--- config.mk ---
export PLATFORM = sky130hd
export DESIGN_NAME = psrb_queue
export DESIGN_NICKNAME = d
export VERILOG_FILES = /design/src/design/psrb_pkg.sv /design/src/design/psrb_queue.sv
export VERILOG_INCLUDE_DIRS = /design/src /design/src/design
export SDC_FILE = /design/constraint.sdc
export NUM_CORES = 1
export LEC_CHECK = 0
export BUFFER_PORTS_ARGS = -buffer_cell sky130_fd_sc_hd__buf_2
export CAP_MARGIN = 10
export CORE_MARGIN = 1.5
export CORE_UTILIZATION = 35
export DETAILED_ROUTE_END_ITERATION = 8
export PLACE_DENSITY = 0.65
export SYNTH_ARGS = -nofsm -noshare
export SYNTH_HDL_FRONTEND = slang
export SYNTH_SLANG_ARGS = --single-unit
--- constraint.sdc ---
create_clock -name clk -period 4.8 [get_ports clk]
set_input_delay 1.2 -clock clk [delete_from_list [all_inputs] [get_ports clk]]
set_output_delay 1.2 -clock clk [all_outputs]
set_load 0.01 [all_outputs]
--- src/design/pattern_stereogram_row_builder_defines.svh ---
// ---------------------------------------------------------------------------
// Assertion macros shared by the row builder modules.
// Both use the local clk and rst of the module they appear in.
// ---------------------------------------------------------------------------
`ifndef PATTERN_STEREOGRAM_ROW_BUILDER_DEFINES_SVH
`define PATTERN_STEREOGRAM_ROW_BUILDER_DEFINES_SVH

// Same-cycle implication.
`define PSRB_CHECK_IMP(lbl, ante, cons, msg) \
  lbl: assert property (@(posedge clk) disable iff (rst) (ante) |-> (cons)) \
    else $error(msg);

// Next-cycle implication.
`define PSRB_CHECK_NXT(lbl, ante, cons, msg) \
  lbl: assert property (@(posedge clk) disable iff (rst) (ante) |=> (cons)) \
    else $error(msg);

`endif

--- src/design/psrb_pkg.sv ---
// ---------------------------------------------------------------------------
// psrb_pkg
// Types, codes and helpers shared by the stereogram row builder.
// ---------------------------------------------------------------------------
`timescale 1ns / 1ps
`default_nettype none

package psrb_pkg;

  localparam int MAX_WIDTH   = 1024;
  localparam int COL_BITS    = 10;
  localparam int TILE_SIDE   = 64;
  localparam int TILE_BITS   = 6;
  localparam int TEX_BITS    = 2 * TILE_BITS;
  localparam int RGB_BITS    = 24;
  localparam int DIV_N_BITS  = 12;
  localparam int DIV_D_BITS  = 11;
  localparam int QUEUE_DEPTH = 4;
  localparam int QPTR_BITS   = 2;

  localparam logic [2:0] CMD_LOAD_BG = 3'd0;
  localparam logic [2:0] CMD_LOAD_FG = 3'd1;
  localparam logic [2:0] CMD_START   = 3'd2;
  localparam logic [2:0] CMD_DEPTH   = 3'd3;
  localparam logic [2:0] CMD_READ    = 3'd4;

  localparam logic [2:0] REG_MODE       = 3'd0;
  localparam logic [2:0] REG_MAX_OFFSET = 3'd1;
  localparam logic [2:0] REG_IMG_WIDTH  = 3'd2;
  localparam logic [2:0] REG_BG_WIDTH   = 3'd3;
  localparam logic [2:0] REG_BG_HEIGHT  = 3'd4;
  localparam logic [2:0] REG_FG_WIDTH   = 3'd5;
  localparam logic [2:0] REG_FG_HEIGHT  = 3'd6;

  typedef enum logic [2:0] {
    OP_BG_WR,
    OP_FG_WR,
    OP_CLEAR,
    OP_PAINT,
    OP_READ,
    OP_READ_ZERO
  } op_kind_t;

  // One unit of work for the back end.
  typedef struct packed {
    op_kind_t              kind;
    logic [RGB_BITS-1:0]   color;
    logic [TEX_BITS-1:0]   tex_a;     // texel for left view, or tile write address
    logic [TEX_BITS-1:0]   tex_b;     // texel for right view
    logic                  left_en;
    logic                  right_en;
    logic [COL_BITS-1:0]   left_col;  // also the column of a read
    logic [COL_BITS-1:0]   right_col;
  } op_t;

  typedef struct packed {
    logic                  start;
    logic [DIV_N_BITS-1:0] dividend;
    logic [DIV_D_BITS-1:0] divisor;
  } div_req_t;

  typedef struct packed {
    logic                  busy;
    logic                  done;
    logic [DIV_N_BITS-1:0] quot;
    logic [DIV_D_BITS-1:0] rem;
  } div_rsp_t;

  // Tile side: zero acts as one, anything above the tile acts as the tile.
  function automatic logic [6:0] clamp_side(input logic [6:0] v);
    logic [6:0] r;
    r = v;
    if (v == 7'd0) r = 7'd1;
    else if (v > 7'(TILE_SIDE)) r = 7'(TILE_SIDE);
    return r;
  endfunction

endpackage

`default_nettype wire

--- src/design/psrb_queue.sv ---
// ---------------------------------------------------------------------------
// psrb_queue
// Short op queue between front and back.
// ---------------------------------------------------------------------------
`timescale 1ns / 1ps
`default_nettype none
`include "pattern_stereogram_row_builder_defines.svh"

module psrb_queue import psrb_pkg::*; (
  input  wire logic clk,
  input  wire logic rst,
  input  wire logic push,
  input  wire op_t  push_op,
  input  wire logic pop,
  output op_t       head,
  output logic      full,
  output logic      empty
);

  op_t                  slots [QUEUE_DEPTH];
  logic [QPTR_BITS-1:0] wr_ptr;
  logic [QPTR_BITS-1:0] rd_ptr;
  logic [QPTR_BITS:0]   count;

  assign full  = (count == (QPTR_BITS+1)'(QUEUE_DEPTH));
  assign empty = (count == '0);
  assign head  = slots[rd_ptr];

  always_ff @(posedge clk) begin
    if (rst) begin
      wr_ptr <= '0;
      rd_ptr <= '0;
      count  <= '0;
    end else begin
      if (push) wr_ptr <= wr_ptr + 1'b1;
      if (pop)  rd_ptr <= rd_ptr + 1'b1;
      if (push && !pop) count <= count + 1'b1;
      else if (pop && !push) count <= count - 1'b1;
    end
  end

  always_ff @(posedge clk) begin
    if (push) slots[wr_ptr] <= push_op;
  end

  `PSRB_CHECK_IMP(a_no_overflow, push, !full || pop, "push into full queue")
  `PSRB_CHECK_IMP(a_no_underflow, pop, !empty, "pop from empty queue")

endmodule

`default_nettype wire

# --- Word-level counts from Yosys, hierarchy flattened ---
# Memory sizes are Yosys's and may differ from the RTL's. A register that Yosys moved wholly into a read port is not among the register bits.
# Cells that the tools add are included.
word_totals:
  out_inout_bits: 75
  mem_bits_rw: 292
  latch_bits: 0
  elab_cells: 21
  rom_bits: 0
  regBits: 7
  memories: 1
  inputBits: 77
memory_table:
  columns: ["memory", "depth", "word_bits", "read_ports", "rd_ports_with_merged_regs", "write_ports", "line", "text"]
  rows:
  - ["slots", 4, 73, 1, 1, 1, "psrb_queue.sv:20", "op_t slots [QUEUE_DEPTH];"]
op_classes:
  n_bitwise: 0
  n_mul: 0
  shifts: 0
  div_mod_pow: 0
  n_eq_ne: 1
  n_lt_le_gt_ge: 0
  add_sub_neg: 4
  n_reduce_logical: 6
  muxes: 6
op_table:
  columns: ["operator", "count"]
  rows:
  - ["3-bit two-way mux", 2]
  - ["2-bit by 1-bit adder with 2-bit output (second input constant)", 2]
  - ["2-bit two-way mux", 2]
  - ["3-bit by 1-bit adder with 3-bit output (second input constant)", 1]
  - ["3-bit == test (second input constant)", 1]
  - ["3-bit zero test", 1]
  - ["3-bit by 1-bit subtractor with 3-bit output (second input constant)", 1]
  - ["1-bit logical AND", 2]
  - ["1-bit zero test", 2]
  - ["1-bit two-way mux", 2]
  - ["2-bit nonzero test", 1]

# --- Depth between registers and ports, before layout ---
# Gate-level depths: netlist of the first run.
logic_depth:
  depth_word: 4
  mapped_depth: 7
  mapped_depth_nobuf: 7

# --- Least setup slack after synthesis of the first run ---
# OpenSTA, ideal clock, no wires.
synth_path:
  path_type: "input -> register"
  from: "input push"
  to: "memory slots[0][0] in the netlist's numbering, enable pin"
  arrival_time_ns: 2.907
  path_buffers: 0
  required_time_ns: 4.361
  setup_ns: 0.439
  cell_stages: 1
  setup_slack_ns: 1.454
  path_cell_list: "and2_1"
synth_between:
  elab_chain_cells: 2
synth_rtl:
  columns: ["item", "line", "text"]
  rows:
  - ["start, declared", "psrb_queue.sv:12", "input wire logic push,"]
  - ["1-bit two-way mux", "psrb_queue.sv:43", "if (push) slots[wr_ptr] <= push_op;"]
  - ["1-bit two-way mux (implied by the code)", "psrb_queue.sv:43", null]
  - ["end, declared", "psrb_queue.sv:20", null]
# No other way between the ends.

==> results.ini, run 1 <==
[global_routing]
antenna_found_initial=1
overflow=0
grt_pass1_wl_um=30600
grt_pass1_vias=5414
grt_usage=0.122
grt_max_degree=74

[setup_path]
slowest_stage=dfxtp_4
endpoint_kind=primary output
arrival_ps=2560
crit_path_max_fanout=45
required_ps=3600
worst-path-buf-inv=2
path_delay_family=flip-flops
setup.worst_path.class=flip-flop to primary output
path_cells=buf_12 -> mux4_2 -> buf_2
slowest_delay_ps=740
timing.rr.end=slots[3][11]
r2r-start=wr_ptr[0]
worst_setup_path_start_kind=flip-flop
r2r_cells=3
cp.depth=3
worst-r2r-setup-slack_ps=2700

[finish]
drive_gt1_frac=0.442
fillCellCount=2615
area_growth_pct=18.8
antenna_cells=0
fin_area_mm2=0.0131
fin_nets=680

[hold_path]
hold_class=flip-flop to flip-flop
hold_path_depth=2
worstHoldStart=count[2]
hold_end=count[2]

[power_and_ir_drop]
pwr_density_cell_mw_per_mm2=446
leakage_nw=4.37
finalPower_mw=5.84
vdd_drop_max_v=0.000273

[timing]
finalHoldViolCount=0
setup-tns-final_ps=0
setup_viol=0
maxSlewHeadroom=0.253
layout_min_cycle_time_ps=3760
skew_ps=13.1
finalCritPeriodShare=0.784
clock.fmax_ghz=0.266
slew_viol_final=0
whs_ps=505
rsz0062_at_grt=no
worst_pin_slew_ps=1120

[clocking]
cts_hold_buf=0
post-cts-setup-buffers=0
clk_pin_slew_ps=60
clock_path_buffers=3
cts_root_buf=clkbuf_16
cts_sinks=301
cts_resized=0
clock_latency_ps=540
htreeDepth=1
cts_tree=yes
cts_inserted_buffers=31

[run]
cap_violations=0

[drt]
avgRoutedWirePerCell_um=19.7
num_vias=4881
firstDrtPassIters=5
drt_iter0_drc=294
final_antenna_net_count=0
totalWireLength_um=19900
drc_errors=0
via_per_inst=4.82

[yosys]
synth_cell_types=23
synth_nets=508
synth_top_area_share=0.794
syn_avg_cell_area_um2=26.0
ys_seq_area_frac=0.811
yosysWarnings=0
ys_seq_elements=301
synth_top_area_cell=edfxtp_1
ys_top_cells_by_area=edfxtp_1 79%, mux4_2 15%, dfxtp_1 1.6%
synthCells=425
syn_area_mm2=0.0110

[floorplanning]
die-area_mm2=0.0326
start_util=0.358
die_y_um=181
ios=152
coreArea_mm2=0.0308
fp.dieW_um=181
num_rows=64

[placed_design]
place_area_mm2=0.0122
gp_congestion=0.692
dpl.hpwl_um=11500
port-buffer-count=151

[outcome]
outcome=finished clean

## through the flow
step / instances / worst slack [ps] / utilization
3_5_place_dp: 960 / 1540 / 0.394
4_1_cts: 1013 / 956 / 0.425
3_3_place_gp: 960 / 1580 / 0.394
5_1_grt: 1013 / 833 / 0.425
6_report: 1013 / 1040 / 0.425
2_1_floorplan: 425 / 1450 / -
## worst max-delay path by stage
| stage | from | to |
|---|---|---|
| 3_3_place_gp | flip-flop | head[59] |
| 6_report | flip-flop | head[49] |
| 3_5_place_dp | flip-flop | head[12] |
| 4_1_cts | flip-flop | head[12] |
| 2_1_floorplan | push | slots[0][0] |
| 5_1_grt | flip-flop | head[49] |
## metal layers
layer / vias up / routed length, um / track usage
met5: - / 12 / 0
met2: 138 / 10200 / 0.216
met1: 2556 / 8060 / 0.148
met4: 2 / 329 / 0.0309
li1: 2149 / - / -
met3: 36 / 1320 / 0.0307
## cells by family after synthesis
family	after synthesis	synth area share
DFF	301	0.811
muxes	75	0.151
buffers and inverters	21	0.0190
and+or+nand+nor	15	0.00669
adders and majority gates	6	0.00748
xor gates and xnor gates	5	0.00397
AOI/OAI and AO/OA	2	0.000906
## cells in the final DEF, fill, tap and decap left out, types with 4 or more instances in the layout
| cell type | count |
|---|---|
| inv_1 | 4 |
| clkinv_1 | 4 |
| mux4_2 | 72 |
| clkbuf_16 | 31 |
| and2_4 | 4 |
| buf_2 | 151 |
| ha_1 | 5 |
| dfxtp_1 | 7 |
| nor2_1 | 7 |
| buf_4 | 4 |
| edfxtp_1 | 292 |
| clkbuf_1 | 10 |
## registers in the layout, summed over array words and instances (netlist names), named ones only
name and flops:
rd_ptr 2, slots 292, wr_ptr 2, count 3
## final cells by class
cell class,instances,area [um^2],share of cell area
multi-input cells,103,1890,0.144
repair buffers,156,806,0.0615
clock buffers,41,813,0.0620
clock inverters,12,135,0.0103
flip-flops and latches,301,8960,0.683
inverters,4,15.0,0.00115
well taps,396,495,0.0378
## Yosys cell counts (all sizes together)
master	count
clkbuf	2
mux2i	2
and2	4
xor2	3
inv	4
nor2	7
xnor2	2
o21ai	1
a21oi	1
fa	1
nor3b	1
nor3	1
ha	5
mux4	73
nand2	1
buf	15
or3	1
dfxtp	9
edfxtp	292
## report_power, final
| group | internal, mW | total, mW | switching [mW] |
|---|---|---|---|
| Clock | 1.34 | 2.25 | 0.912 |
| Sequential | 3.02 | 3.09 | 0.0681 |
| Combinational | 0.248 | 0.507 | 0.259 |
| Total | 4.61 | 5.84 | 1.24 |
## worst min-delay path, cell delays in order, from the launching register on
cell,delay (ps)
dfxtp_1,320
o21ai_0,70
a21oi_1,60
Power figures use the tool's default switching activity.
==> run 2, diff against run 1 <==
==> constraint.sdc (replaced) <==
create_clock -name clk -period 3.5 [get_ports clk]
set_input_delay 0.875 -clock clk [delete_from_list [all_inputs] [get_ports clk]]
set_output_delay 0.875 -clock clk [all_outputs]
set_load 0.01 [all_outputs]
==> run 2 against run 1 <==
  * Register-to-register slack got worse by 1000 ps
  * Non-clock buffer count grew 2
  * Final cell count grew 0.30%
  * Setup slack got worse by 690 ps
  * Sequential cell count did not move
  * Utilization increased by 0.34 points
  * Critical endpoint is now head[72]
==> results.ini, run 2 (synthesis gave the netlist of run 1 again) <==
[placed_design]
place_area_mm2=0.0123  ; +0.74%
port-buffer-count=151  ; unchanged
dpl.hpwl_um=12200  ; +6.0%
gp_congestion=0.704  ; +1.6%
dp.cells=962  ; +0.21%

[timing]
finalCritPeriodShare=0.901
finalHoldViolCount=0  ; unchanged
clock.fmax_ghz=0.317
skew_ps=8.61  ; -4.53 ps
slew_viol_final=0  ; unchanged
worst_pin_slew_ps=631  ; -490 ps
maxSlewHeadroom=0.579  ; +0.326
rsz0062_at_grt=no
layout_min_cycle_time_ps=3150
setup_viol=0  ; unchanged
setup-tns-final_ps=0  ; unchanged

[run]
cap_violations=0  ; unchanged

[global_routing]
grt_usage=0.125  ; +0.00384
overflow=0  ; unchanged
grt_max_degree=43  ; -42%
grt_pass1_vias=5452  ; +0.70%
grt_pass1_wl_um=31600  ; +3.3%
antenna_found_initial=1  ; unchanged

[power_and_ir_drop]
p_sw_frac=0.213  ; +0.000980
pwr_density_cell_mw_per_mm2=609  ; +37%
leakage_nw=4.42  ; +1.2%
power.switching_mw=1.71  ; +38%
clock_power_share=0.385  ; about the same
pwr-share-seq=0.524  ; -0.004
vdd_drop_max_v=0.000350  ; +28%
power.internal_mw=6.33  ; +37%
finalPower_mw=8.04  ; +38%
power_frac_comb=0.091  ; +0.004

[floorplanning]
fp.dieW_um=181  ; unchanged
die_y_um=181  ; unchanged
num_rows=64  ; unchanged
die-area_mm2=0.0326  ; unchanged
ios=152  ; unchanged
start_util=0.358  ; unchanged
coreArea_mm2=0.0308  ; unchanged

[finish]
reg_top3=slots x292, count x3
fin_cells=1016  ; +0.30%
final_common_cell=edfxtp_1
fin_area_mm2=0.0132  ; +0.79%
fin_nets=682  ; +0.29%
area_growth_pct=19.7
largest-register=slots
drive_gt1_frac=0.450  ; +0.00754
final_cell_mix=292 x edfxtp_1, 151 x buf_2, 72 x mux4_2, 31 x clkbuf_16
antenna_cells=0  ; unchanged
largest_reg_flops=292  ; unchanged

[setup_path]
worst-r2r-setup-slack_ps=1680  ; -1020 ps
slowest_stage=dfxtp_4
slowest_delay_ps=660  ; -80 ps
timing.rr.end=slots[0][7]
path_cells=buf_12 -> mux4_2 -> buf_2
worst-path-buf-inv=2  ; unchanged
arrival_ps=2280  ; -280 ps
r2r_cells=4  ; +1
r2r-start=wr_ptr[0]
worst_setup_path_start_kind=flip-flop
crit_path_max_fanout=31  ; -31%
required_ps=2620  ; -980 ps
path_delay_family=flip-flops
endpoint_kind=primary output
setup.worst_path.class=flip-flop to primary output

[drt]
drc_errors=0  ; unchanged
num_vias=4939  ; +1.2%
totalWireLength_um=20100  ; +1.1%
via_per_inst=4.86  ; +0.89%
firstDrtPassIters=4  ; -1
avgRoutedWirePerCell_um=19.8  ; +0.81%
drt_iter0_drc=305  ; +3.7%
final_antenna_net_count=0  ; unchanged

[clocking]
clk_pin_slew_ps=60  ; about the same
cts_hold_buf=0  ; unchanged
cts_resized=0  ; unchanged
cts_root_buf=clkbuf_16
post-cts-setup-buffers=0  ; unchanged
clock_latency_ps=540  ; about the same
cts_inserted_buffers=31  ; unchanged
htreeDepth=1  ; unchanged
clock_path_buffers=3  ; unchanged
cts_sinks=301  ; unchanged
cts_tree=yes

[hold_path]
hold_end=rd_ptr[1]
worstHoldStart=rd_ptr[1]
hold_class=flip-flop to flip-flop
hold_path_depth=2  ; unchanged

[outcome]
outcome=finished clean

-- run 2: changes by cell type in the layout (fill, tap and decap cells not counted), sizes merged --
| cell | before | now |
|---|---|---|
| clkinv | 7 | 12 |
| clkbuf | 41 | 38 |
| clkinvlp | 2 | 0 |
| inv | 4 | 5 |
| buf | 156 | 158 |
-- run 2: tightest hold or removal path: cells and delay by family, from the launching register on --
family                    cells  cell delay, ps
xor gates and xnor gates      1              60
and+or+nand+nor               1             100
DFF                           1             320
-- run 2: power groups by stage --
stage	logic, mW	clock network, mW	registers (mW)
after detailed placement	0.756	0	4.29
after global routing	0.804	3.31	4.23
final	0.735	3.09	4.21
after CTS	0.757	3.18	4.21
after global placement	0.739	0	4.28
after floorplan	0.484	0	4.25
-- run 2: worst max path at each step --
stage | end | slack (ps) | depth (start not counted)
floorplan | slots[0][0] | 480 | 1
detailed placement | head[5] | 840 | 3
global route | head[32] | 190 | 3
finish | head[72] | 350 | 3
global placement | head[65] | 860 | 3
CTS | head[5] | 250 | 3
-- run 2: final cells by class --
cell class	instances	area [um^2]
Fill cell	2585	17600
Sequential cell	301	8960
Multi-Input combinational cell	103	1890
Timing Repair Buffer	158	896
Clock buffer	38	802
Tap cell	396	495
Clock inverter	16	160
Inverter	4	15.0
-- run 2: per-stage QoR --
stage | worst slack (ps) | util | hold WS (ps)
after floorplan | 479 | - | 466
after global placement | 861 | 0.397 | 476
after detailed placement | 844 | 0.397 | 513
after CTS | 253 | 0.429 | 514
after global routing | 195 | 0.429 | 524
final | 346 | 0.429 | 528
-- run 2: routing by layer --
metal | share of wire | vias to the layer above | track usage | wire, um
met4 | 0.026 | 2 | 0.0333 | 516
li1 | - | 2161 | - | -
met2 | 0.50 | 150 | 0.218 | 10200
met3 | 0.058 | 41 | 0.0301 | 1170
met5 | 0.00055 | - | 0 | 11
met1 | 0.41 | 2585 | 0.158 | 8280
