[config.mk]
export PLATFORM = sky130hd
export DESIGN_NAME = psrb_front
export DESIGN_NICKNAME = d
export VERILOG_FILES = /design/src/design/psrb_pkg.sv /design/src/design/psrb_div.sv /design/src/design/psrb_front.sv
export VERILOG_INCLUDE_DIRS = /design/src /design/src/design
export SDC_FILE = /design/constraint.sdc
export NUM_CORES = 1
export LEC_CHECK = 0
export BUFFER_PORTS_ARGS = -buffer_cell sky130_fd_sc_hd__buf_2
export CAP_MARGIN = 0
export CORE_MARGIN = 2
export CORE_UTILIZATION = 45
export CTS_BUF_LIST = sky130_fd_sc_hd__clkbuf_16
export DETAILED_ROUTE_END_ITERATION = 8
export GPL_TIMING_DRIVEN = 0
export MAX_ROUTING_LAYER = met4
export SETUP_SLACK_MARGIN = 0.4
export SKIP_CTS_REPAIR_TIMING = 1
export SLEW_MARGIN = 25
export SYNTH_ARGS = -nofsm -noshare
export SYNTH_HDL_FRONTEND = slang
export SYNTH_SLANG_ARGS = --single-unit
export TNS_END_PERCENT = 50
[constraint.sdc]
create_clock -name clk -period 6.7 [get_ports clk]
set_input_delay 0.335 -clock clk [delete_from_list [all_inputs] [get_ports clk]]
set_output_delay 0.335 -clock clk [all_outputs]
set_load 0.01 [all_outputs]
[src/design/pattern_stereogram_row_builder_defines.svh]
// ---------------------------------------------------------------------------
// Assertion macros shared by the row builder modules.
// Both use the local clk and rst of the module they appear in.
// ---------------------------------------------------------------------------
`ifndef PATTERN_STEREOGRAM_ROW_BUILDER_DEFINES_SVH
`define PATTERN_STEREOGRAM_ROW_BUILDER_DEFINES_SVH

// Same-cycle implication.
`define PSRB_CHECK_IMP(lbl, ante, cons, msg) \
  lbl: assert property (@(posedge clk) disable iff (rst) (ante) |-> (cons)) \
    else $error(msg);

// Next-cycle implication.
`define PSRB_CHECK_NXT(lbl, ante, cons, msg) \
  lbl: assert property (@(posedge clk) disable iff (rst) (ante) |=> (cons)) \
    else $error(msg);

`endif

[src/design/psrb_pkg.sv]
// ---------------------------------------------------------------------------
// psrb_pkg
// Types, codes and helpers shared by the stereogram row builder.
// ---------------------------------------------------------------------------
`timescale 1ns / 1ps
`default_nettype none

package psrb_pkg;

  localparam int MAX_WIDTH   = 1024;
  localparam int COL_BITS    = 10;
  localparam int TILE_SIDE   = 64;
  localparam int TILE_BITS   = 6;
  localparam int TEX_BITS    = 2 * TILE_BITS;
  localparam int RGB_BITS    = 24;
  localparam int DIV_N_BITS  = 12;
  localparam int DIV_D_BITS  = 11;
  localparam int QUEUE_DEPTH = 4;
  localparam int QPTR_BITS   = 2;

  localparam logic [2:0] CMD_LOAD_BG = 3'd0;
  localparam logic [2:0] CMD_LOAD_FG = 3'd1;
  localparam logic [2:0] CMD_START   = 3'd2;
  localparam logic [2:0] CMD_DEPTH   = 3'd3;
  localparam logic [2:0] CMD_READ    = 3'd4;

  localparam logic [2:0] REG_MODE       = 3'd0;
  localparam logic [2:0] REG_MAX_OFFSET = 3'd1;
  localparam logic [2:0] REG_IMG_WIDTH  = 3'd2;
  localparam logic [2:0] REG_BG_WIDTH   = 3'd3;
  localparam logic [2:0] REG_BG_HEIGHT  = 3'd4;
  localparam logic [2:0] REG_FG_WIDTH   = 3'd5;
  localparam logic [2:0] REG_FG_HEIGHT  = 3'd6;

  typedef enum logic [2:0] {
    OP_BG_WR,
    OP_FG_WR,
    OP_CLEAR,
    OP_PAINT,
    OP_READ,
    OP_READ_ZERO
  } op_kind_t;

  // One unit of work for the back end.
  typedef struct packed {
    op_kind_t              kind;
    logic [RGB_BITS-1:0]   color;
    logic [TEX_BITS-1:0]   tex_a;     // texel for left view, or tile write address
    logic [TEX_BITS-1:0]   tex_b;     // texel for right view
    logic                  left_en;
    logic                  right_en;
    logic [COL_BITS-1:0]   left_col;  // also the column of a read
    logic [COL_BITS-1:0]   right_col;
  } op_t;

  typedef struct packed {
    logic                  start;
    logic [DIV_N_BITS-1:0] dividend;
    logic [DIV_D_BITS-1:0] divisor;
  } div_req_t;

  typedef struct packed {
    logic                  busy;
    logic                  done;
    logic [DIV_N_BITS-1:0] quot;
    logic [DIV_D_BITS-1:0] rem;
  } div_rsp_t;

  // Tile side: zero acts as one, anything above the tile acts as the tile.
  function automatic logic [6:0] clamp_side(input logic [6:0] v);
    logic [6:0] r;
    r = v;
    if (v == 7'd0) r = 7'd1;
    else if (v > 7'(TILE_SIDE)) r = 7'(TILE_SIDE);
    return r;
  endfunction

endpackage

`default_nettype wire

[src/design/psrb_div.sv]
// ---------------------------------------------------------------------------
// psrb_div
// Restoring divider, one quotient bit per cycle, quotient and remainder.
// ---------------------------------------------------------------------------
`timescale 1ns / 1ps
`default_nettype none

module psrb_div import psrb_pkg::*; (
  input  wire logic     clk,
  input  wire logic     rst,
  input  wire div_req_t req,
  output div_rsp_t      rsp
);

  logic [3:0]            cnt;
  logic                  busy;
  logic                  done;
  logic [DIV_N_BITS-1:0] q;
  logic [DIV_D_BITS-1:0] acc;
  logic [DIV_D_BITS-1:0] dsr;
  logic [DIV_N_BITS-1:0] trial;
  logic [DIV_N_BITS-1:0] diff;
  logic                  fit;

  assign trial = {acc, q[DIV_N_BITS-1]};
  assign fit   = trial >= {1'b0, dsr};
  assign diff  = trial - {1'b0, dsr};

  always_ff @(posedge clk) begin
    if (rst) begin
      busy <= 1'b0;
      done <= 1'b0;
      cnt  <= '0;
    end else begin
      done <= 1'b0;
      if (req.start) begin
        busy <= 1'b1;
        cnt  <= 4'(DIV_N_BITS);
      end else if (busy) begin
        cnt <= cnt - 4'd1;
        if (cnt == 4'd1) begin
          busy <= 1'b0;
          done <= 1'b1;
        end
      end
    end
  end

  always_ff @(posedge clk) begin
    if (req.start) begin
      acc <= '0;
      q   <= req.dividend;
      dsr <= req.divisor;
    end else if (busy) begin
      acc <= fit ? diff[DIV_D_BITS-1:0] : trial[DIV_D_BITS-1:0];
      q   <= {q[DIV_N_BITS-2:0], fit};
    end
  end

  assign rsp.busy = busy;
  assign rsp.done = done;
  assign rsp.quot = q;
  assign rsp.rem  = acc;

endmodule

`default_nettype wire

[src/design/psrb_front.sv]
// ---------------------------------------------------------------------------
// psrb_front
// Takes items and configuration, works out disparity and tile texel
// coordinates with a shared divider, and queues at most one op per item.
// ---------------------------------------------------------------------------
`timescale 1ns / 1ps
`default_nettype none
`include "pattern_stereogram_row_builder_defines.svh"

module psrb_front import psrb_pkg::*; (
  input  wire logic                clk,
  input  wire logic                rst,
  input  wire logic                cfg_valid,
  output logic                     cfg_ready,
  input  wire logic [2:0]          cfg_index,
  input  wire logic [10:0]         cfg_data,
  input  wire logic                item_valid,
  output logic                     item_stall,
  input  wire logic [2:0]          command,
  input  wire logic [COL_BITS-1:0] column,
  input  wire logic [11:0]         row,
  input  wire logic [RGB_BITS-1:0] color,
  output logic                     push,
  output op_t                      push_op,
  input  wire logic                q_full
);

  typedef enum logic [6:0] {
    F_IDLE   = 7'b0000001,
    F_SCALE  = 7'b0000010,
    F_DISP   = 7'b0000100,
    F_COLX   = 7'b0001000,
    F_SHIFTX = 7'b0010000,
    F_ROWY   = 7'b0100000,
    F_PUSH   = 7'b1000000
  } fstate_t;

  fstate_t state;
  fstate_t state_next;

  logic        mode;
  logic [7:0]  max_offset;
  logic [10:0] image_width;
  logic [6:0]  bg_width;
  logic [6:0]  bg_height;
  logic [6:0]  fg_width;
  logic [6:0]  fg_height;

  logic [2:0]          cmd_r;
  logic [COL_BITS-1:0] col_r;
  logic [TILE_BITS-1:0] row_r;
  logic [RGB_BITS-1:0] color_r;
  logic                in_range_r;
  logic [11:0]         cur_row;
  logic [7:0]          divq;
  logic [7:0]          disp;
  logic [TILE_BITS-1:0] colx;
  logic [TILE_BITS-1:0] shiftx;
  logic [TILE_BITS-1:0] rowy;
  logic                started;

  logic [10:0] w_eff;
  logic [7:0]  mo_eff;
  logic [6:0]  side_w;
  logic [6:0]  side_h;
  logic        accept;
  logic        in_range;
  logic        div_state;
  logic [12:0] gray_sum;
  logic [7:0]  gray;
  logic [7:0]  ol;
  logic [7:0]  orr;
  logic [10:0] lsum;

  div_req_t div_req;
  div_rsp_t div_rsp;

  psrb_div u_div (
    .clk (clk),
    .rst (rst),
    .req (div_req),
    .rsp (div_rsp)
  );

  assign cfg_ready = 1'b1;

  always_ff @(posedge clk) begin
    if (rst) begin
      mode        <= 1'b0;
      max_offset  <= 8'd10;
      image_width <= 11'd1024;
      bg_width    <= 7'd64;
      bg_height   <= 7'd64;
      fg_width    <= 7'd64;
      fg_height   <= 7'd64;
    end else if (cfg_valid && cfg_ready) begin
      unique case (cfg_index)
        REG_MODE:       mode        <= cfg_data[0];
        REG_MAX_OFFSET: max_offset  <= cfg_data[7:0];
        REG_IMG_WIDTH:  image_width <= cfg_data;
        REG_BG_WIDTH:   bg_width    <= cfg_data[6:0];
        REG_BG_HEIGHT:  bg_height   <= cfg_data[6:0];
        REG_FG_WIDTH:   fg_width    <= cfg_data[6:0];
        REG_FG_HEIGHT:  fg_height   <= cfg_data[6:0];
        default: ;
      endcase
    end
  end

  assign w_eff  = (image_width > 11'(MAX_WIDTH)) ? 11'(MAX_WIDTH) : image_width;
  assign mo_eff = (max_offset == 8'd0) ? 8'd1 : max_offset;
  assign side_w = clamp_side((cmd_r == CMD_READ) ? bg_width : fg_width);
  assign side_h = clamp_side((cmd_r == CMD_READ) ? bg_height : fg_height);

  assign item_stall = (state != F_IDLE);
  assign accept     = item_valid && !item_stall;
  assign in_range   = {1'b0, column} < w_eff;

  assign gray_sum = 13'd11 * {5'd0, color_r[23:16]} + {1'b0, color_r[15:8], 4'd0}
                  + 13'd5 * {5'd0, color_r[7:0]};
  assign gray     = gray_sum[12:5];

  assign div_state = (state == F_SCALE) || (state == F_DISP) || (state == F_COLX)
                  || (state == F_SHIFTX) || (state == F_ROWY);

  always_comb begin
    div_req.start    = div_state && !started;
    div_req.dividend = {4'd0, 8'd255};
    div_req.divisor  = {3'd0, mo_eff};
    unique case (state)
      F_DISP: begin
        div_req.dividend = {3'd0, gray, 1'b0} + {4'd0, divq};
        div_req.divisor  = {2'd0, divq, 1'b0};
      end
      F_COLX: begin
        div_req.dividend = {2'd0, col_r};
        div_req.divisor  = {4'd0, side_w};
      end
      F_SHIFTX: begin
        div_req.dividend = {2'd0, col_r} + {4'd0, disp};
        div_req.divisor  = {4'd0, side_w};
      end
      F_ROWY: begin
        div_req.dividend = cur_row;
        div_req.divisor  = {4'd0, side_h};
      end
      default: ;
    endcase
  end

  always_comb begin
    state_next = state;
    unique case (state)
      F_IDLE: begin
        if (accept) begin
          unique case (command)
            CMD_LOAD_BG, CMD_LOAD_FG:
              if (column < 10'(TILE_SIDE) && row < 12'(TILE_SIDE)) state_next = F_PUSH;
            CMD_START: state_next = F_PUSH;
            CMD_DEPTH: if (in_range) state_next = F_SCALE;
            CMD_READ:  state_next = in_range ? F_COLX : F_PUSH;
            default: ;
          endcase
        end
      end
      F_SCALE:  if (div_rsp.done) state_next = F_DISP;
      F_DISP:   if (div_rsp.done) state_next = (div_rsp.quot == '0) ? F_IDLE : F_COLX;
      F_COLX: begin
        if (div_rsp.done) begin
          state_next = (cmd_r == CMD_DEPTH && mode) ? F_SHIFTX : F_ROWY;
        end
      end
      F_SHIFTX: if (div_rsp.done) state_next = F_ROWY;
      F_ROWY:   if (div_rsp.done) state_next = F_PUSH;
      F_PUSH:   if (!q_full) state_next = F_IDLE;
      default:  state_next = F_IDLE;
    endcase
  end

  always_ff @(posedge clk) begin
    if (rst) begin
      state   <= F_IDLE;
      started <= 1'b0;
      cur_row <= '0;
    end else begin
      state <= state_next;
      if (div_req.start) started <= 1'b1;
      else if (div_rsp.done) started <= 1'b0;
      if (accept && command == CMD_START) cur_row <= row;
    end
  end

  always_ff @(posedge clk) begin
    if (accept) begin
      cmd_r      <= command;
      col_r      <= column;
      row_r      <= row[TILE_BITS-1:0];
      color_r    <= color;
      in_range_r <= in_range;
    end
    if (div_rsp.done) begin
      unique case (state)
        F_SCALE:  divq   <= div_rsp.quot[7:0];
        F_DISP:   disp   <= div_rsp.quot[7:0];
        F_COLX:   colx   <= div_rsp.rem[TILE_BITS-1:0];
        F_SHIFTX: shiftx <= div_rsp.rem[TILE_BITS-1:0];
        F_ROWY:   rowy   <= div_rsp.rem[TILE_BITS-1:0];
        default: ;
      endcase
    end
  end

  // Convex split: left moves by floor(o/2), right by ceil(o/2).
  assign ol   = {1'b0, disp[7:1]};
  assign orr  = disp - ol;
  assign lsum = {1'b0, col_r} + {3'd0, ol};

  always_comb begin
    push_op = '0;
    push_op.kind = OP_CLEAR;
    unique case (cmd_r)
      CMD_LOAD_BG: begin
        push_op.kind  = OP_BG_WR;
        push_op.tex_a = {row_r, col_r[TILE_BITS-1:0]};
        push_op.color = color_r;
      end
      CMD_LOAD_FG: begin
        push_op.kind  = OP_FG_WR;
        push_op.tex_a = {row_r, col_r[TILE_BITS-1:0]};
        push_op.color = color_r;
      end
      CMD_START: push_op.kind = OP_CLEAR;
      CMD_DEPTH: begin
        push_op.kind = OP_PAINT;
        if (!mode) begin
          push_op.tex_a     = {rowy, colx};
          push_op.tex_b     = {rowy, colx};
          push_op.left_en   = lsum < w_eff;
          push_op.left_col  = lsum[COL_BITS-1:0];
          push_op.right_en  = col_r >= {2'd0, orr};
          push_op.right_col = col_r - {2'd0, orr};
        end else begin
          push_op.tex_a     = {rowy, shiftx};
          push_op.tex_b     = {rowy, colx};
          push_op.left_en   = 1'b1;
          push_op.left_col  = col_r;
          push_op.right_en  = 1'b1;
          push_op.right_col = col_r;
        end
      end
      CMD_READ: begin
        push_op.kind     = in_range_r ? OP_READ : OP_READ_ZERO;
        push_op.tex_a    = {rowy, colx};
        push_op.left_col = col_r;
      end
      default: ;
    endcase
  end

  assign push = (state == F_PUSH) && !q_full;

  `PSRB_CHECK_IMP(a_div_idle_on_start, div_req.start, !div_rsp.busy,
                  "divider started while busy")
  `PSRB_CHECK_NXT(a_row_latched, accept && command == CMD_START, cur_row == $past(row),
                  "start row not latched")

endmodule

`default_nettype wire

Word level (Yosys, flattened, before mapping)
Index checks and enable logic that the tools add are counted.
Word-level totals
  logic and storage cells: 161
  register bits: 186
  output and inout bits: 76
  input port bits: 68
Operators by class
  multiplexer cells: 42
  add/sub/neg operators: 9
  bitwise gates (word level): 1
  $lt $le $gt $ge: 9
  equality and inequality tests: 32
  multipliers: 2
  reductions and logical operators: 39
Operator list (number)
  two-way mux 7 bit: 16
  case mux 23 bit (4 select lines): 1
  case mux 7 bit (7 select lines): 1
  two-way mux 40 bit: 1
  case mux 12 bit (3 select lines): 1
  case mux 7 bit (4 select lines): 1
  two-way mux 12 bit: 2
  two-way mux 24 bit: 1
  AND reduction 2 bit: 12
  two-way mux 11 bit: 2
  case mux 10 bit (2 select lines): 1
  == test 3 x 2 -> 1 bit, second input constant: 5
  == test 3 bit, second input constant: 5
  > comparator 7 bit, second input constant: 2
  logical NOT 7 bit: 2
  two-way mux 14 bit: 1
  adder 12 x 12 -> 13 bit: 1
  adder 13 x 11 -> 13 bit: 1
  >= comparator 12 x 11 -> 1 bit: 1
  logical NOT 12 bit: 1
  < comparator 12 x 7 -> 1 bit, second input constant: 1
  multiplier 4 x 8 -> 12 bit, first input constant: 1
  two-way mux 4 bit: 3
  case mux 3 bit (4 select lines): 1
  other kinds (41): 70

Logic depth before layout (Yosys ltp)
  depth in word-level cells: 7
  gate-level depth with buffers: 22

Hierarchy
A second synthesis with hierarchy kept.
Unflattened totals
  cell total of the unflattened synthesis: 1315
  area total of the unflattened synthesis: 12323.1 µm²
Modules (own cells, without submodules)
  psrb_front: instances 1, area each 9889.5 µm², cells each 1078, sequential area each 3703.6 µm²
  psrb_div: instances 1, area each 2433.6 µm², cells each 237, sequential area each 1031.0 µm²

Worst setup path after synthesis
No wires, ideal clock.
  kind: reg2reg
  start: register color_r[4]
  end: register u_div.q[8] (data pin)
  setup time: 0.263 ns
  stages on the path, launching flop included: 20
  period minus slack after synthesis: 4.861 ns
  data required time: 6.437 ns
  arrival time: 4.598 ns
  path buffers: 0
  path slack: 1.839 ns
  cell sequence: edfxtp_1 -> ha_1 -> fa_1 -> fa_1 -> inv_1 -> fa_1 -> inv_1 -> ha_1 -> o21a_1 -> o21ai_0 -> nor2_1 -> a21oi_1 -> ha_1 -> a21oi_1 -> a21boi_0 -> o21a_1 -> o41a_1 -> xnor2_1 -> a21oi_1 -> o21ai_1
Between the ends
  cells in the longest elaborated chain, start to end: 5
RTL lines
  from (decl): line psrb_front.sv:52  | logic [RGB_BITS-1:0] color_r;
  from (signal assigned): line psrb_front.sv:198  | color_r <= color;
  multiplier 3 x 8 -> 11 bit: line psrb_front.sv:120  | + 13'd5 * {5'd0, color_r[7:0]};
  adder 13 x 11 -> 13 bit: line psrb_front.sv:120
  adder 9 x 8 -> 10 bit: line psrb_front.sv:132  | div_req.dividend = {3'd0, gray, 1'b0} + {4'd0, divq};
  case mux 23 bit (4 select lines): line psrb_front.sv:130  | unique case (state)
  two-way mux 12 bit: line psrb_div.sv:50  | if (req.start) begin
  to (signal assigned): line psrb_div.sv:52  | q <= req.dividend;
  to (signal assigned): line psrb_div.sv:56  | q <= {q[DIV_N_BITS-2:0], fit};
  to (decl): line psrb_div.sv:18  | logic [DIV_N_BITS-1:0] q;
Every way passes these cells.
A chain may end at the register's enable or synchronous reset.

Worst setup path after layout
  start: register color_r[21]
  end: register u_div.q[9] (data pin)
Between the ends
  cells in the longest elaborated chain, start to end: 6
RTL lines
  multiplier 4 x 8 -> 12 bit: line psrb_front.sv:119  | assign gray_sum = 13'd11 * {5'd0, color_r[23:16]} + {1'b0, color_r[15:8], 4'd0}
  adder 12 x 12 -> 13 bit: line psrb_front.sv:119
  adder 13 x 11 -> 13 bit: line psrb_front.sv:120
  adder 9 x 8 -> 10 bit: line psrb_front.sv:132
  case mux 23 bit (4 select lines): line psrb_front.sv:130
  two-way mux 12 bit: line psrb_div.sv:50
Every way passes these cells.

==> summary.txt <==
Global routing
  • Initial antenna violation count: 0
  • Overflow after GRT: 0
  • Total GRT Usage: 0.2513
  • Largest net degree at the start of global routing: 46
  • First-pass GRT wire length: 52,620 µm
  • Vias in the first global route: 9,335

Drt
  • Via count: 9,891
  • Mean number of vias per cell: 5.563
  • DR DRC count: 0
  • Routed Antenna Nets: 0
  • Metal3 WL: 1813 µm
  • DR iter-0 viols: 714
  • WL/cell: 18.91 µm
  • Number of iterations in the first detailed-routing pass: 6
  • Routed length on met2: 15,470 µm
  • Final WL: 33,620 µm
  • Post-Route M1 WL: 15,760 µm
  • Top layer in use: met4

Timing
  • Max frequency: 0.1840 GHz
  • Clock Skew: 0.01408 ns
  • Slew Limit Fails: 0
  • Fin crit share: 0.8111
  • Setup TNS: 0 ns
  • Post-route minimum period: 5.434 ns
  • Slew headroom: 0.3289
  • Final Hold Fails: 0
  • Worst-margin pin slew: 1.003 ns
  • RSZ-0062 raised after global routing: no
  • Setup violators final: 0

Synthesis
  • EDFF count, synth: 99
  • Number of synthesized register bits: 184
  • Gate Count Post-Synth: 1,270
  • Yosys warning count: 0
  • Unique masters post-synth: 77
  • Register area share after synthesis: 0.3946
  • Syn Nets: 1,469
  • Post-Syn Area: 0.01185 mm²
  • Top_reg_cell synth: edfxtp_1
  • Avg Cell Area, Syn: 9.327 µm²
  • Async SR Flop Fraction: 0

Critical path
  • Crit path capture type: flip-flop
  • Reg2Reg Setup Slack: 1.27 ns
  • Crit-path slowest cell: fa_1
  • Crit path cell chain: ha_1 > fa_1 > fa_1 > inv_1 > fa_1 > inv_1 > ha_1 > o21a_1 > o21ai_0 > nor2_1 > o21ai_0 > nor2b_1 > xnor2_1 > ha_1 > nand2_1 > o21ai_0 > a21oi_1 > nor4b_1 > a211oi_1 > o31ai_1
  • CP bufs+invs: 2
  • Crit Path Max Fanout: 4
  • Crit path max-delay family: adder cells
  • Arrival time worst endpoint: 5.70 ns
  • Reg2reg start: color_r[21]
  • R2R depth: 20
  • Reg-to-Reg End: u_div.q[9]
  • WP data required: 6.96 ns
  • CP peak stage delay: 0.54 ns
  • Startpoint type of the worst setup path: flip-flop
  • Setup CP Type: reg2reg

CTS
  • Worst-Skew Late Latency: 0.44 ns
  • Root Buffer Master: clkbuf_16
  • CTS tree: yes
  • H-tree depth: 4
  • Max Root-Sink Buffers: 2
  • Sink Count: 184
  • Number of buffers created by CTS: 17
  • Clock transition at the registers of the reported paths: 0.08 ns

Floorplan
  • Die Y: 166.2 µm
  • Die area: 0.02764 mm²
  • Core area: 0.02598 mm²
  • Initial core utilization: 0.4558
  • Row cnt: 59
  • Ports: 144
  • Chip width: 166.2 µm

Min path
  • Hold crit path type: in2reg
  • Hold path start: color[21]
  • Hold path depth: 1
  • Hold path endpoint: color_r[21]

Layout
  • Antenna diode instance count: 0
  • Final net count: 1,629
  • Multi-input gate area: 0.006653 mm²
  • Reg area: 0.004674 mm²
  • Fraction of layout cells with a size suffix above 1: 0.1358
  • Post-route insts no fill: 1,778
  • # fillers: 2,489
  • Area Overhead vs Synth: 14.25%

Power and ir drop
  • Worst IR Drop VDD: 0.0007328 V
  • P_leak: 5.610 nW
  • Power density over the cells: 572.7 mW/mm²

Placed design
  • HPWL after detailed placement: 26,380 µm
  • Placer Congestion: 0.9234
  • Port bufs: 141
  • Placed cell count: 1,746

Flow run
  • Max-cap viol count: 0

Run status
  • Status: finished clean
[cells in the mapped netlist, types with 8 or more instances]
library cell / count / area, µm²
a211oi_1: 13 / 97.59
a21oi_1: 114 / 570.6
a221oi_1: 8 / 70.07
a222oi_1: 9 / 90.09
a22o_1: 10 / 87.58
a31oi_1: 9 / 56.30
and2_1: 42 / 262.8
and3_1: 8 / 50.05
clkbuf_1: 34 / 127.6
dfxtp_1: 85 / 1702
edfxtp_1: 99 / 2973
fa_1: 31 / 620.6
ha_1: 100 / 1251
inv_1: 84 / 315.3
mux2i_1: 28 / 280.3
nand2_1: 159 / 596.8
nand2b_1: 14 / 87.58
nand3_1: 29 / 145.1
nand4_1: 9 / 56.30
nor2_1: 97 / 364.1
nor2b_1: 23 / 143.9
nor3_1: 32 / 160.2
nor4_1: 10 / 62.56
o21a_1: 14 / 105.1
o21ai_0: 45 / 225.2
o21bai_1: 8 / 60.06
o31ai_1: 9 / 67.56
xnor2_1: 22 / 192.7
xor2_1: 15 / 131.4
[metal layers]
metal,track usage,up-vias
met5,-,-
met4,0.06072,0
met3,0.03456,34
met2,0.3873,259
met1,0.3529,4722
li1,-,4876
[logic make-up after synthesis]
group / Yosys count / share of synthesized area
xor+xnor: 37 / 0.02736
other cells: 1 / 0.0003166
simple gates: 459 / 0.1874
mux: 29 / 0.02461
buf+inv: 132 / 0.04415
flops: 184 / 0.3946
compound gates: 297 / 0.1635
fa+ha+maj: 131 / 0.1580
[final cells by class]
cell class | instances | share of cell area
Buffer | 46 | 0.01479
Inverter | 86 | 0.02385
Tap cell | 335 | 0.03097
Multi-Input combinational cell | 954 | 0.4916
Sequential cell | 184 | 0.3454
Timing Repair Buffer | 141 | 0.05214
Clock buffer | 17 | 0.03143
Clock inverter | 15 | 0.009800
[cell usage in the layout (no fill, tap or decap), types with 22 or more instances in the layout]
master    Yosys  layout
nor3_1       32      32
mux2i_1      28      28
nor2b_1      23      23
inv_1        84      84
nor2_1       97      96
nand3_1      29      29
fa_1         31      31
ha_1        100     100
o21ai_0      45      44
xnor2_1      22      22
clkbuf_1     34      34
nand2_1     159     159
dfxtp_1      85      85
buf_2         4     145
a21oi_1     114     114
edfxtp_1     99      99
and2_1       42      41
[worst register-to-register path, stage by stage (launching register included)]
cell and delay (ns):
edfxtp_1 0.51, ha_1 0.34, fa_1 0.47, fa_1 0.54, inv_1 0.05, fa_1 0.52
inv_1 0.04, ha_1 0.31, o21a_1 0.12, o21ai_0 0.33, nor2_1 0.14, o21ai_0 0.25
nor2b_1 0.21, xnor2_1 0.10, ha_1 0.33, nand2_1 0.05, o21ai_0 0.28, a21oi_1 0.12
nor4b_1 0.36, a211oi_1 0.09, o31ai_1 0.09
[flip-flops by register name (all words and copies together), names as in the netlist, 4 cells and up]
register / flops
rowy: 6
divq: 8
row_r: 6
u_div.dsr: 9
u_div.q: 12
bg_height: 7
cur_row: 12
color_r: 24
state: 7
col_r: 10
fg_height: 7
fg_width: 7
shiftx: 6
u_div.cnt: 4
bg_width: 7
u_div.acc: 11
disp: 8
max_offset: 8
image_width: 11
colx: 6
[per-stage QoR]
step | cell area (µm²) | setup slack (ns) | utilization | total power [W] | hold slack [ns]
floorplan | 11850 | 1.839 | - | 0.005543 | 0.4332
global placement | 12970 | 1.390 | 0.4991 | 0.006708 | 0.4464
detailed placement | 12970 | 1.340 | 0.4993 | 0.006780 | 0.4518
CTS | 13530 | 1.310 | 0.5208 | 0.007798 | 0.04705
global route | 13530 | 0.9621 | 0.5208 | 0.008504 | 0.05344
finish | 13530 | 1.266 | 0.5208 | 0.007750 | 0.06832
[how the worst max path moves through the flow]
stage / start / end / slack (ns) / cells after the start
6_report: color_r[21] / u_div.q[9] / 1.27 / 20
5_1_grt: color_r[21] / u_div.q[9] / 0.96 / 20
4_1_cts: color_r[21] / u_div.q[9] / 1.31 / 20
3_5_place_dp: color_r[21] / u_div.q[9] / 1.34 / 20
3_3_place_gp: color_r[21] / u_div.q[9] / 1.39 / 20
2_1_floorplan: color_r[4] / u_div.q[8] / 1.84 / 19
[where the power goes]
| group | internal (W) | total [W] | switching, W |
|---|---|---|---|
| Clock | 0.000493 | 0.000983 | 0.000490 |
| Sequential | 0.00143 | 0.00164 | 0.000202 |
| Combinational | 0.00217 | 0.00513 | 0.00296 |
(Power assumes the default switching activity.)
